**src/rtl/core/upi_pkg.sv**
```systemverilog
// ----------------------------------------------------------------------------
// upi_pkg
// Types, constants and the arctangent table shared by the pose integrator.
// ----------------------------------------------------------------------------
`default_nettype none

package upi_pkg;

    localparam int IN_TDATA_W  = 128;
    localparam int OUT_TDATA_W = 80;
    localparam int POS_W       = 32;
    localparam int HEAD_W      = 16;
    localparam int VEL_W       = 16;

    // rotator word: Q2.30 with two guard bits, angle in 2^-32 turn plus guard
    localparam int CRD_W       = 34;
    localparam int MUL_W       = 33;
    localparam int PROD_W      = 64;

    localparam int ATAN_IDX_W  = 5;
    localparam int ATAN_ENTRIES = 24;

    localparam logic signed [CRD_W-1:0] CORDIC_GAIN = 34'sh026DD3B6A;
    localparam logic signed [PROD_W-1:0] POS_ROUND  = 64'sh0000_0020_0000_0000;
    localparam logic signed [MUL_W-1:0]  HEAD_ROUND = 33'sd2048;

    localparam logic signed [POS_W-1:0] POS_MAX = 32'sh7FFF_FFFF;
    localparam logic signed [POS_W-1:0] POS_MIN = 32'sh8000_0000;

    typedef enum logic [2:0] {
        ST_IDLE,
        ST_ROT,
        ST_MVEL,
        ST_MCOS,
        ST_MSIN,
        ST_MTURN,
        ST_UPD,
        ST_LOAD
    } t_state;

    typedef enum logic [2:0] {
        MUL_NONE,
        MUL_VDT,
        MUL_COS,
        MUL_SIN,
        MUL_TURN
    } t_mul_op;

    typedef struct packed {
        logic                  start;
        logic                  rot;
        t_mul_op               mul_op;
        logic [ATAN_IDX_W-1:0] iter;
        logic                  update;
        logic                  load;
    } t_dp_cmd;

    typedef struct packed {
        logic out_free;
    } t_dp_status;

    // atan(2^-i) in units of 2^-32 turn
    function automatic logic [31:0] atan_turn(input logic [ATAN_IDX_W-1:0] idx);
        logic [31:0] val;
        case (idx)
            5'd0:    val = 32'h20000000;
            5'd1:    val = 32'h12E4051E;
            5'd2:    val = 32'h09FB385B;
            5'd3:    val = 32'h051111D4;
            5'd4:    val = 32'h028B0D43;
            5'd5:    val = 32'h0145D7E1;
            5'd6:    val = 32'h00A2F61E;
            5'd7:    val = 32'h00517C55;
            5'd8:    val = 32'h0028BE53;
            5'd9:    val = 32'h00145F2F;
            5'd10:   val = 32'h000A2F98;
            5'd11:   val = 32'h000517CC;
            5'd12:   val = 32'h00028BE6;
            5'd13:   val = 32'h000145F3;
            5'd14:   val = 32'h0000A2FA;
            5'd15:   val = 32'h0000517D;
            5'd16:   val = 32'h000028BE;
            5'd17:   val = 32'h0000145F;
            5'd18:   val = 32'h00000A30;
            5'd19:   val = 32'h00000518;
            5'd20:   val = 32'h0000028C;
            5'd21:   val = 32'h00000146;
            5'd22:   val = 32'h000000A3;
            5'd23:   val = 32'h00000051;
            default: val = 32'h00000000;
        endcase
        return val;
    endfunction

endpackage

`default_nettype wire

```
**src/rtl/core/upi_ctrl.sv**
```systemverilog
// ----------------------------------------------------------------------------
// upi_ctrl
// Sequencer: steps the datapath through rotation, multiplies and pose update, or a pose load.
// ----------------------------------------------------------------------------
`default_nettype none

module upi_ctrl #(
    parameter int CORDIC_ITERATIONS = 16
) (
    input  logic                i_clk,
    input  logic                i_rst_n,
    input  logic                i_s_tvalid,
    input  logic                i_action,
    output logic                o_s_tready,
    input  upi_pkg::t_dp_status i_status,
    output upi_pkg::t_dp_cmd    o_cmd
);
    import upi_pkg::*;

    localparam int ITER_W = (CORDIC_ITERATIONS > 1) ? $clog2(CORDIC_ITERATIONS) : 1;
    localparam logic [ITER_W-1:0] ITER_LAST = ITER_W'(CORDIC_ITERATIONS - 1);

    t_state              r_state;
    t_state              n_state;
    logic [ITER_W-1:0]   r_iter;
    logic [ITER_W-1:0]   n_iter;
    logic                accept;

    assign accept = i_s_tvalid && (r_state == ST_IDLE);

    always_comb begin
        n_state = r_state;
        unique case (r_state)
            ST_IDLE: begin
                if (accept) begin
                    n_state = i_action ? ST_LOAD : ST_ROT;
                end
            end
            ST_ROT: begin
                if (r_iter == ITER_LAST) begin
                    n_state = ST_MVEL;
                end
            end
            ST_MVEL:  n_state = ST_MCOS;
            ST_MCOS:  n_state = ST_MSIN;
            ST_MSIN:  n_state = ST_MTURN;
            ST_MTURN: n_state = ST_UPD;
            ST_UPD: begin
                if (i_status.out_free) begin
                    n_state = ST_IDLE;
                end
            end
            ST_LOAD: begin
                if (i_status.out_free) begin
                    n_state = ST_IDLE;
                end
            end
            default: n_state = ST_IDLE;
        endcase
    end

    assign n_iter = (r_state == ST_ROT) ? ITER_W'(r_iter + 1'b1) : '0;

    always_comb begin
        o_s_tready   = 1'b0;
        o_cmd        = '0;
        o_cmd.mul_op = MUL_NONE;
        o_cmd.iter   = ATAN_IDX_W'(r_iter);
        unique case (r_state)
            ST_IDLE: begin
                o_s_tready  = 1'b1;
                o_cmd.start = accept;
            end
            ST_ROT:   o_cmd.rot    = 1'b1;
            ST_MVEL:  o_cmd.mul_op = MUL_VDT;
            ST_MCOS:  o_cmd.mul_op = MUL_COS;
            ST_MSIN:  o_cmd.mul_op = MUL_SIN;
            ST_MTURN: o_cmd.mul_op = MUL_TURN;
            ST_UPD:   o_cmd.update = i_status.out_free;
            ST_LOAD:  o_cmd.load   = i_status.out_free;
            default:  o_cmd.start  = 1'b0;
        endcase
    end

    always_ff @(posedge i_clk) begin
        if (!i_rst_n) begin
            r_state <= ST_IDLE;
            r_iter  <= '0;
        end else begin
            r_state <= n_state;
            r_iter  <= n_iter;
        end
    end

endmodule

`default_nettype wire

```
**src/rtl/core/upi_datapath.sv**
```systemverilog
// ----------------------------------------------------------------------------
// upi_datapath
// Pose registers, iterative CORDIC rotator, shared multiplier, output register.
// ----------------------------------------------------------------------------
`default_nettype none

module upi_datapath (
    input  logic                              i_clk,
    input  logic                              i_rst_n,
    input  upi_pkg::t_dp_cmd                  i_cmd,
    output upi_pkg::t_dp_status               o_status,
    input  logic [upi_pkg::IN_TDATA_W-1:0]    i_s_tdata,
    output logic                              o_m_tvalid,
    input  logic                              i_m_tready,
    output logic [upi_pkg::OUT_TDATA_W-1:0]   o_m_tdata,
    output logic                              o_m_tuser
);
    import upi_pkg::*;

    // latched input beat
    logic [IN_TDATA_W-1:0]    r_in;
    logic signed [VEL_W-1:0]  in_v;
    logic signed [VEL_W-1:0]  in_w;
    logic [15:0]              in_dt;
    logic signed [POS_W-1:0]  in_x;
    logic signed [POS_W-1:0]  in_y;
    logic [HEAD_W-1:0]        in_h;

    // pose
    logic signed [POS_W-1:0]  r_pos_x;
    logic signed [POS_W-1:0]  r_pos_y;
    logic [HEAD_W-1:0]        r_heading;
    logic signed [POS_W-1:0]  n_pos_x;
    logic signed [POS_W-1:0]  n_pos_y;
    logic [HEAD_W-1:0]        n_heading;
    logic                     n_sat;

    // rotator
    logic                     r_flip;
    logic signed [CRD_W-1:0]  r_cx;
    logic signed [CRD_W-1:0]  r_cy;
    logic signed [CRD_W-1:0]  r_cz;
    logic                     flip0;
    logic [HEAD_W-1:0]        h_fold;
    logic signed [CRD_W-1:0]  xs;
    logic signed [CRD_W-1:0]  ys;
    logic signed [CRD_W-1:0]  at;
    logic signed [CRD_W-1:0]  cos_v;
    logic signed [CRD_W-1:0]  sin_v;

    // multiplier
    logic signed [MUL_W-1:0]    mul_a;
    logic signed [MUL_W-1:0]    mul_b;
    logic signed [2*MUL_W-1:0]  mul_p;
    logic signed [POS_W-1:0]    r_p;
    logic signed [PROD_W-1:0]   r_mx;
    logic signed [PROD_W-1:0]   r_my;
    logic signed [POS_W-1:0]    r_dh;

    // update
    logic signed [PROD_W-1:0]   rnd_x;
    logic signed [PROD_W-1:0]   rnd_y;
    logic signed [POS_W+1:0]    sum_x;
    logic signed [POS_W+1:0]    sum_y;
    logic                       ovf_x;
    logic                       ovf_y;
    logic signed [MUL_W-1:0]    rnd_h;

    // output register
    logic                       r_out_valid;
    logic [OUT_TDATA_W-1:0]     r_out_data;
    logic                       r_out_sat;
    logic                       out_free;

    assign in_v  = r_in[15:0];
    assign in_w  = r_in[31:16];
    assign in_dt = r_in[47:32];
    assign in_x  = r_in[79:48];
    assign in_y  = r_in[111:80];
    assign in_h  = r_in[127:112];

    // headings in the left half plane are folded by half a turn
    assign flip0  = (r_heading >= 16'h4000) && (r_heading < 16'hC000);
    assign h_fold = flip0 ? (r_heading ^ 16'h8000) : r_heading;

    assign xs = r_cx >>> i_cmd.iter;
    assign ys = r_cy >>> i_cmd.iter;
    assign at = $signed({2'b00, atan_turn(i_cmd.iter)});

    assign cos_v = r_flip ? -r_cx : r_cx;
    assign sin_v = r_flip ? -r_cy : r_cy;

    always_comb begin
        mul_a = '0;
        mul_b = '0;
        case (i_cmd.mul_op)
            MUL_VDT: begin
                mul_a = MUL_W'(in_v);
                mul_b = $signed({{(MUL_W-16){1'b0}}, in_dt});
            end
            MUL_COS: begin
                mul_a = MUL_W'(r_p);
                mul_b = cos_v[MUL_W-1:0];
            end
            MUL_SIN: begin
                mul_a = MUL_W'(r_p);
                mul_b = sin_v[MUL_W-1:0];
            end
            MUL_TURN: begin
                mul_a = MUL_W'(in_w);
                mul_b = $signed({{(MUL_W-16){1'b0}}, in_dt});
            end
            default: begin
                mul_a = '0;
                mul_b = '0;
            end
        endcase
    end

    assign mul_p = mul_a * mul_b;

    // round, drop 38 fraction bits, add and clip to the 32-bit range
    assign rnd_x = r_mx + POS_ROUND;
    assign rnd_y = r_my + POS_ROUND;
    assign sum_x = (POS_W+2)'(r_pos_x) + (POS_W+2)'($signed(rnd_x[PROD_W-1:38]));
    assign sum_y = (POS_W+2)'(r_pos_y) + (POS_W+2)'($signed(rnd_y[PROD_W-1:38]));
    assign ovf_x = (sum_x[POS_W+1:POS_W-1] != 3'b000) && (sum_x[POS_W+1:POS_W-1] != 3'b111);
    assign ovf_y = (sum_y[POS_W+1:POS_W-1] != 3'b000) && (sum_y[POS_W+1:POS_W-1] != 3'b111);
    assign rnd_h = MUL_W'(r_dh) + HEAD_ROUND;

    always_comb begin
        n_pos_x   = r_pos_x;
        n_pos_y   = r_pos_y;
        n_heading = r_heading;
        n_sat     = 1'b0;
        if (i_cmd.load) begin
            n_pos_x   = in_x;
            n_pos_y   = in_y;
            n_heading = in_h;
        end else if (i_cmd.update) begin
            n_pos_x   = ovf_x ? (sum_x[POS_W+1] ? POS_MIN : POS_MAX) : sum_x[POS_W-1:0];
            n_pos_y   = ovf_y ? (sum_y[POS_W+1] ? POS_MIN : POS_MAX) : sum_y[POS_W-1:0];
            n_heading = r_heading + rnd_h[27:12];
            n_sat     = ovf_x || ovf_y;
        end
    end

    assign out_free          = !r_out_valid || i_m_tready;
    assign o_status.out_free = out_free;

    always_ff @(posedge i_clk) begin
        if (!i_rst_n) begin
            r_pos_x     <= '0;
            r_pos_y     <= '0;
            r_heading   <= '0;
            r_out_valid <= 1'b0;
        end else begin
            r_pos_x   <= n_pos_x;
            r_pos_y   <= n_pos_y;
            r_heading <= n_heading;
            if (i_cmd.load || i_cmd.update) begin
                r_out_valid <= 1'b1;
            end else if (i_m_tready) begin
                r_out_valid <= 1'b0;
            end
        end
    end

    always_ff @(posedge i_clk) begin
        if (i_cmd.start) begin
            r_in   <= i_s_tdata;
            r_flip <= flip0;
            r_cx   <= CORDIC_GAIN;
            r_cy   <= '0;
            r_cz   <= $signed({{2{h_fold[HEAD_W-1]}}, h_fold, 16'h0000});
        end else if (i_cmd.rot) begin
            if (!r_cz[CRD_W-1]) begin
                r_cx <= r_cx - ys;
                r_cy <= r_cy + xs;
                r_cz <= r_cz - at;
            end else begin
                r_cx <= r_cx + ys;
                r_cy <= r_cy - xs;
                r_cz <= r_cz + at;
            end
        end
        case (i_cmd.mul_op)
            MUL_VDT:  r_p  <= mul_p[POS_W-1:0];
            MUL_COS:  r_mx <= mul_p[PROD_W-1:0];
            MUL_SIN:  r_my <= mul_p[PROD_W-1:0];
            MUL_TURN: r_dh <= mul_p[POS_W-1:0];
            default:  r_p  <= r_p;
        endcase
        if (i_cmd.load || i_cmd.update) begin
            r_out_data <= {n_heading, n_pos_y, n_pos_x};
            r_out_sat  <= n_sat;
        end
    end

    assign o_m_tvalid = r_out_valid;
    assign o_m_tdata  = r_out_data;
    assign o_m_tuser  = r_out_sat;

endmodule

`default_nettype wire

```
**src/rtl/core/unicycle_pose_integrator.sv**
```systemverilog
// ----------------------------------------------------------------------------
// unicycle_pose_integrator
// Fixed-point dead-reckoning pose integrator for a unicycle robot.
// ----------------------------------------------------------------------------
// Each input beat either loads a pose (tuser = 1) or advances it by one time
// step (tuser = 0), and each one returns exactly one output beat with the
// resulting pose. An advance, after the idle state in which its beat is taken,
// runs the rotator iterations for sine and cosine, one iteration per cycle,
// then the four multiplies on the one shared multiplier (v*dt, times cos,
// times sin, omega*dt) and then the pose update into the output register.
// A load goes from the idle state to the LOAD state, which writes the new
// pose into the output register. One item is in flight at a time; the result
// sits in an output register, so the next beat is taken while it waits, and
// the block stalls only when a new result finds that register still full.
// ----------------------------------------------------------------------------
`default_nettype none

module unicycle_pose_integrator #(
    parameter int CORDIC_ITERATIONS = 16
) (
    input  logic                              i_clk,
    input  logic                              i_rst_n,
    input  logic                              i_s_tvalid,
    output logic                              o_s_tready,
    // lin_vel, ang_vel, time_step, new_x, new_y, new_heading
    input  logic [upi_pkg::IN_TDATA_W-1:0]    i_s_tdata,
    // action
    input  logic                              i_s_tuser,
    output logic                              o_m_tvalid,
    input  logic                              i_m_tready,
    // pos_x_out, pos_y_out, heading_out
    output logic [upi_pkg::OUT_TDATA_W-1:0]   o_m_tdata,
    // saturated
    output logic                              o_m_tuser
);
    import upi_pkg::*;

    t_dp_cmd    dp_cmd;
    t_dp_status dp_status;

    upi_ctrl #(
        .CORDIC_ITERATIONS (CORDIC_ITERATIONS)
    ) u_ctrl (
        .i_clk      (i_clk),
        .i_rst_n    (i_rst_n),
        .i_s_tvalid (i_s_tvalid),
        .i_action   (i_s_tuser),
        .o_s_tready (o_s_tready),
        .i_status   (dp_status),
        .o_cmd      (dp_cmd)
    );

    upi_datapath u_datapath (
        .i_clk      (i_clk),
        .i_rst_n    (i_rst_n),
        .i_cmd      (dp_cmd),
        .o_status   (dp_status),
        .i_s_tdata  (i_s_tdata),
        .o_m_tvalid (o_m_tvalid),
        .i_m_tready (i_m_tready),
        .o_m_tdata  (o_m_tdata),
        .o_m_tuser  (o_m_tuser)
    );

endmodule

`default_nettype wire

```
**config.mk**
```make
export PLATFORM = sky130hd
export DESIGN_NAME = unicycle_pose_integrator
export DESIGN_NICKNAME = d
export VERILOG_FILES = /design/src/rtl/core/upi_pkg.sv /design/src/rtl/core/upi_ctrl.sv /design/src/rtl/core/upi_datapath.sv /design/src/rtl/core/unicycle_pose_integrator.sv
export SDC_FILE = /design/constraint.sdc
export NUM_CORES = 2
export LEC_CHECK = 0
export ABC_AREA = 0
export CAP_MARGIN = 40
export CORE_ASPECT_RATIO = 0.6
export CORE_MARGIN = 5
export CORE_UTILIZATION = 63
export CTS_BUF_LIST = sky130_fd_sc_hd__clkbuf_8 sky130_fd_sc_hd__clkbuf_16
export CTS_CLUSTER_DIAMETER = 50
export DETAILED_ROUTE_END_ITERATION = 8
export DONT_BUFFER_PORTS = 1
export HOLD_SLACK_MARGIN = 0.03
export PLACE_DENSITY = 0.79
export SYNTH_ARGS = -nofsm -noshare
export SYNTH_HDL_FRONTEND = slang
export SYNTH_SLANG_ARGS = --single-unit
```
**constraint.sdc**
```tcl
create_clock -name i_clk -period 14.24 [get_ports i_clk]
set_clock_uncertainty 0.2 [all_clocks]
set_input_delay 0.712 -clock i_clk [delete_from_list [all_inputs] [get_ports i_clk]]
set_output_delay 0.712 -clock i_clk [all_outputs]
set_load 0.02 [all_outputs]
```
# Yosys cells after proc, flatten, opt, wreduce, memory -nomap -nowiden
# Memories as Yosys holds them, arrays and structs flattened. A register that Yosys moved wholly into a read port is not among the register bits.
# Index checks and enable logic that the tools add are counted.
dict set report totals {
  input_bits 133
  out_inout_bits 83
  memories 1
  romBits 960
  regBits 588
  elab_cells 111
}
# memory depth word_bits rd rd_ports_with_merged_regs write_ports line
set mem_list {}
lappend mem_list {{(name not given)} 32 30 1 1 0 upi_pkg.sv:65} ;# case (idx)
dict set report op_classes {
  n_addsub 15
  n_eq_ne 17
  muxes 34
  n_lt_le_gt_ge 2
  multipliers 1
  shift 2
  bitwise_logic 2
  n_reduce_logical 19
}
# cell count
set ops {}
lappend ops {{$mux 32} 8}
lappend ops {{$pmux 33 s3} 2}
lappend ops {{$mux 34} 5}
lappend ops {{$add 64x39->64 const B} 2}
lappend ops {{$add 34x34->34} 2}
lappend ops {{$sshr 34x4->34} 2}
lappend ops {{$sub 34x34->34} 2}
lappend ops {{$add 32x26->33} 2}
lappend ops {{$mux 33} 2}
lappend ops {{$neg 33->33} 2}
lappend ops {{$mul 33x33->64} 1}
lappend ops {{$mux 16} 3}
lappend ops {{$add 34x33->34} 1}
lappend ops {{$sub 34x33->34} 1}
lappend ops {{$add 28x13->28 const B} 1}
lappend ops {{$pmux 3 s7} 1}
lappend ops {{$add 16x16->16} 1}
lappend ops {{$ge 16x15->1 const B} 1}
lappend ops {{$lt 16x16->1 const B} 1}
lappend ops {{$eq 3x3->1 const B} 5}
lappend ops {{$eq 3x2->1 const B} 4}
lappend ops {{$mux 3} 4}
lappend ops {{$pmux 3 s4} 1}
lappend ops {{$reduce_or 2->1} 4}
lappend ops {{16 further kinds} 34}

# Logic depth before layout (Yosys ltp)
dict set report depth {
  word_depth 7
  ltp_mapped 39
}

# Hierarchy
# Synthesis repeated with hierarchy kept, for this count alone.
dict set report unflattened {
  hier_cells 7933
  hier_area_um2 73141.4
}
# module area_each_um2 seq_area_each_um2 instances cells_each
set modules_own_cells {}
lappend modules_own_cells {upi_datapath 72650.9 13242.7 1 7873}
lappend modules_own_cells {upi_ctrl 490.5 140.1 1 60}

# Least setup slack after synthesis
# No wires, ideal clock.
dict set report synth_timing {
  path_type {register to register}
  start {reg u_ctrl.r_state[2]}
  end {reg u_datapath.r_mx[57], data pin}
  setup_time_ns 0.265
  stages_incl_launch_ff 33
  required_time_ns 13.775
  path_buffers 3
  period_less_slack_ns 10.653
  arrival_ns 10.187
  path_slack_ns 3.587
  path_cell_list {dfxtp_1 ha_1 clkbuf_1 nand3_1 clkinv_1 a221oi_1 nor2_1 a21oi_1 nand2b_1 clkbuf_1 nor2_1 fa_1 fa_1 fa_1 inv_1 fa_1 inv_1 fa_1 fa_1 fa_1 inv_1 fa_1 inv_1 ha_1 clkbuf_1 and3_1 and3_1 inv_1 a211oi_1 o21ai_0 a21boi_0 nor4_1 a311o_1}
}
dict set report synth_via {
  elab_chain_len 6
  elab_cells_between_ends 14
  classes_between {1 x mul; 8 x eq/ne; 3 x mux; 2 x reduce/logical}
}
# element line
set synth_lines {}
lappend synth_lines {{from (decl)} upi_ctrl.sv:23} ;# t_state r_state;
lappend synth_lines {{from (signal assigned)} upi_ctrl.sv:90} ;# r_state <= n_state;
lappend synth_lines {{$eq 3x3->1 / $eq 3x2->1 (equally long branches)} upi_ctrl.sv:69} ;# unique case (r_state)
lappend synth_lines {{$pmux 3 s4 (*)} upi_ctrl.sv:69}
lappend synth_lines {{$eq 3x2->1, or another cell as far along} upi_datapath.sv:96} ;# case (i_cmd.mul_op)
lappend synth_lines {{$reduce_or 2->1 (no line)} -}
lappend synth_lines {{$pmux 33 s3} upi_datapath.sv:96}
lappend synth_lines {{$mul 33x33->64 (*)} upi_datapath.sv:120} ;# assign mul_p = mul_a * mul_b;
lappend synth_lines {{via u_datapath.mul_p[57]} upi_datapath.sv:54} ;# logic signed [2*MUL_W-1:0] mul_p;
lappend synth_lines {{to (signal assigned)} upi_datapath.sv:189} ;# MUL_COS: r_mx <= mul_p[PROD_W-1:0];
lappend synth_lines {{to (decl)} upi_datapath.sv:56} ;# logic signed [PROD_W-1:0] r_mx;
# The timed path passes the listed nets; every way through them passes the cells marked *.
# A chain may end at the register's enable or synchronous reset.

# Worst setup path in the final report
dict set report layout_timing {
  start {reg u_ctrl.r_state[2]}
  end {reg u_datapath.r_mx[46], data pin}
}
# Same word-level chain as after synthesis.

==> metrics.txt <==
outcome complete, but fails checks; violated checks design-rule violations; register clock-pin slew on the reported worst setup and hold paths around 0.070 ns; Hold Violations, Final 0; FF+latch count, synth ~530; Post-synth EDFFs roughly 330; Layout fillers just under 9000; DRC violation total after the first TritonRoute iteration 8617; Hold-fix buffers, CTS 129; max-cap violation count 0; via count between 60000 and 70000; Most common cell on crit path fa_1; drt pass-1 iters 9; root buffer cell clkbuf_16; Yosys top cell by area fa_1; layout cells sized above 1 about 5.8%; Critical Path AT between 10 and 15 ns; Rel. slew slack a little over a quarter; number of global-route vias before repair between 60000 and 70000; Antenna Nets Post-Route 0; gr ovfl total 0; Layout area overhead 7.11%; Avg Synthesized Cell Area between 9 and 10 um2; number of synthesis warnings 0; final worst setup slack roughly 1.4 ns; Post-Place Worst Slack 1.95 ns; top post-synthesis cells by area fa_1 (30%), edfxtp_1 (14%), ha_1 (6.9%); Clk Latency, worst-skew pair about 0.7 ns; sequential cell area fraction in the yosys report between 10% and 20%; Worst-Margin Slew ~1.1 ns; Leakage ~0.036 uW; Residual DRC 5; RSZ-0062 raised after global routing false; I/O pins 216; Post-Layout Inst Area approximately 79000 um2; largest net degree at the start of global routing 80; fmax 0.0776 GHz; ys async rst share 0%; Startpoint Class flop; post-synth top area share 30.2%; post-synthesis cell count around 8000; mapped cell area between 70000 and 80000 um2; Max clock buf depth 3; Req. time, crit path about 14 ns; routability-driven placement congestion ratio 1.13; DIE AREA ~120000 um2; Worst Path Max Fanout 34; core area ~120000 um2; fin. max-slew vios 0; CP startpoint u_ctrl.r_state[2]$_SDFFE_PN0P_; total power 13600 uW; R2R cell count 31; Commonest cells post-synth inv_1 (1196), fa_1 (1111), nand2_1 (850), nor2_1 (792), ha_1 (407); postcts setup bufs 0; initial antenna violation count 22; WL per Instance about 26 um; die height ~270 um; count leader, synth inv_1; Placed Area 75300 um2; CTS resizes 0; Sink Count ~530; Worst Hold Class in -> reg; Worst path slowest cell and3_2; initial core utilization between 60% and 70%; VDD IR max 204 uV; row cnt 97; R2R Setup Slk about 1.4 ns; CP endpoint kind flop; Mapped Nets roughly 9700; fin util between 60% and 70%; aggregate routed wire length between 200000 and 300000 um; GRT Util Overall about 40%; Final #Nets around 9600; Final Setup Violations 0; pwr/cell area about 170 nW/um2; CTS tree built; Final Cycle Share approximately nine tenths; distinct cell type count after synthesis ~120; first-pass GRT wire length between 300000 and 400000 um; CTS H-tree lvls 2; Num CTS Buffers 57; post-DR vias/cell around 6.5; critical path's largest stage delay roughly 0.89 ns; WS Path Type reg -> reg; worst r2r dst u_datapath.r_mx[46]$_DFFE_PP_; Reg-to-Reg Start u_ctrl.r_state[2]$_SDFFE_PN0P_; Port Buffer Count 0; Most used DFF post-synth edfxtp_1; post-layout min period about 13 ns; die width around 450 um; Setup crit end u_datapath.r_mx[46]$_DFFE_PP_; Setup TNS 0 ns; post-DP HPWL 200000 um
power breakdown:
part	switching (uW)	total [uW]	internal [uW]
Sequential	539	2720	2180
Combinational	6020	9260	3240
Clock	747	1620	872
stage by stage:
stage,hold WS (ns),instances
after detailed placement,0.253,9305
after global routing,0.115,9553
after CTS,0.0726,9542
after floorplan,0.232,8028
after global placement,0.242,9272
final,0.122,9562
how the worst min path moves through the flow:
stage / from / endpoint / slack (ns) / cells after the start
floorplan: u_datapath.r_cz[10]$_SDFFE_PP0P_ / u_datapath.r_cz[10]$_SDFFE_PP0P_ / 0.23 / 2
global placement: u_datapath.r_cz[11]$_SDFFE_PP0P_ / u_datapath.r_cz[11]$_SDFFE_PP0P_ / 0.24 / 2
detailed placement: u_datapath.r_cz[15]$_SDFFE_PP0P_ / u_datapath.r_cz[15]$_SDFFE_PP0P_ / 0.25 / 2
CTS: i_rst_n / u_datapath.at[12]$_DFF_P_ / 0.07 / 2
global route: i_rst_n / u_datapath.at[12]$_DFF_P_ / 0.12 / 2
finish: i_rst_n / u_datapath.at[12]$_DFF_P_ / 0.12 / 2
cell type report:
cell class                      count  area (um2)  area share [%]
Tap cell                         1534        1920            2.44
Clock buffer                       62        1510            1.91
Inverter                         1203        4520            5.74
Antenna cell                       14        35.0          0.0445
Timing Repair Buffer              291        2740            3.47
Clock inverter                     46         542           0.688
Sequential cell                   533       14000            17.8
Multi-Input combinational cell   5879       53500            67.9
cells by family (layout without fill, tap and decap cells):
| family | after synthesis | in the layout | share of synthesized area, % |
|---|---|---|---|
| other | 0 | 14 | 0 |
| buffers and inverters | 1616 | 1602 | 8.41 |
| AO/OA/AOI/OAI | 1333 | 1333 | 11.8 |
| XOR/XNOR | 413 | 413 | 4.92 |
| flip-flops | 533 | 533 | 19.0 |
| adder cells (fa/ha/maj) | 1518 | 1518 | 37.2 |
| multiplexers | 179 | 179 | 3.70 |
| AND/OR/NAND/NOR | 2436 | 2436 | 15.0 |
state kept, by name, summed over array words and instances, names as in the netlist, 27 cells and up:
name / cells
u_datapath.at: 30
u_datapath.o_m_tdata: 80
u_datapath.r_cx: 34
u_datapath.r_cy: 34
u_datapath.r_cz: 34
u_datapath.r_in: 128
u_datapath.r_mx: 27
u_datapath.r_my: 27
u_datapath.r_p: 32
u_datapath.r_pos_x: 32
u_datapath.r_pos_y: 32
per-layer routing:
metal  global-route usage, %  vias to the layer above  part of all wire, %
met5                       0                        -                0.091
met4                    13.0                       22                  4.2
met3                    21.0                      634                   19
met2                    52.5                     4738                   38
met1                    57.6                    30300                   39
li1                        -                    26200                    -
layout by cell type (no fill, tap or decap), drive strengths merged, types with 52 or more instances in the layout:
master / instances
nand3: 138
xor2: 191
dlygate4sd3: 128
o21ai: 270
dfxtp: 202
mux4: 66
nand2: 851
nor2: 793
fa: 1111
nor3: 77
mux2: 52
buf: 163
a21o: 144
inv: 1224
a21oi: 377
and2: 164
mux2i: 61
clkbuf: 62
nand2b: 112
edfxtp: 331
ha: 407
and3: 72
xnor2: 222
a31oi: 60
worst max-delay path: cells and delay by family (launching register included):
kind,cells,cell delay [ns]
simple gates,11,4.52
fa+ha+maj,10,4.63
flops,1,0.69
buf+inv,6,0.45
compound gates,4,1.96
Note: power is estimated with default switching activity, not from simulation.
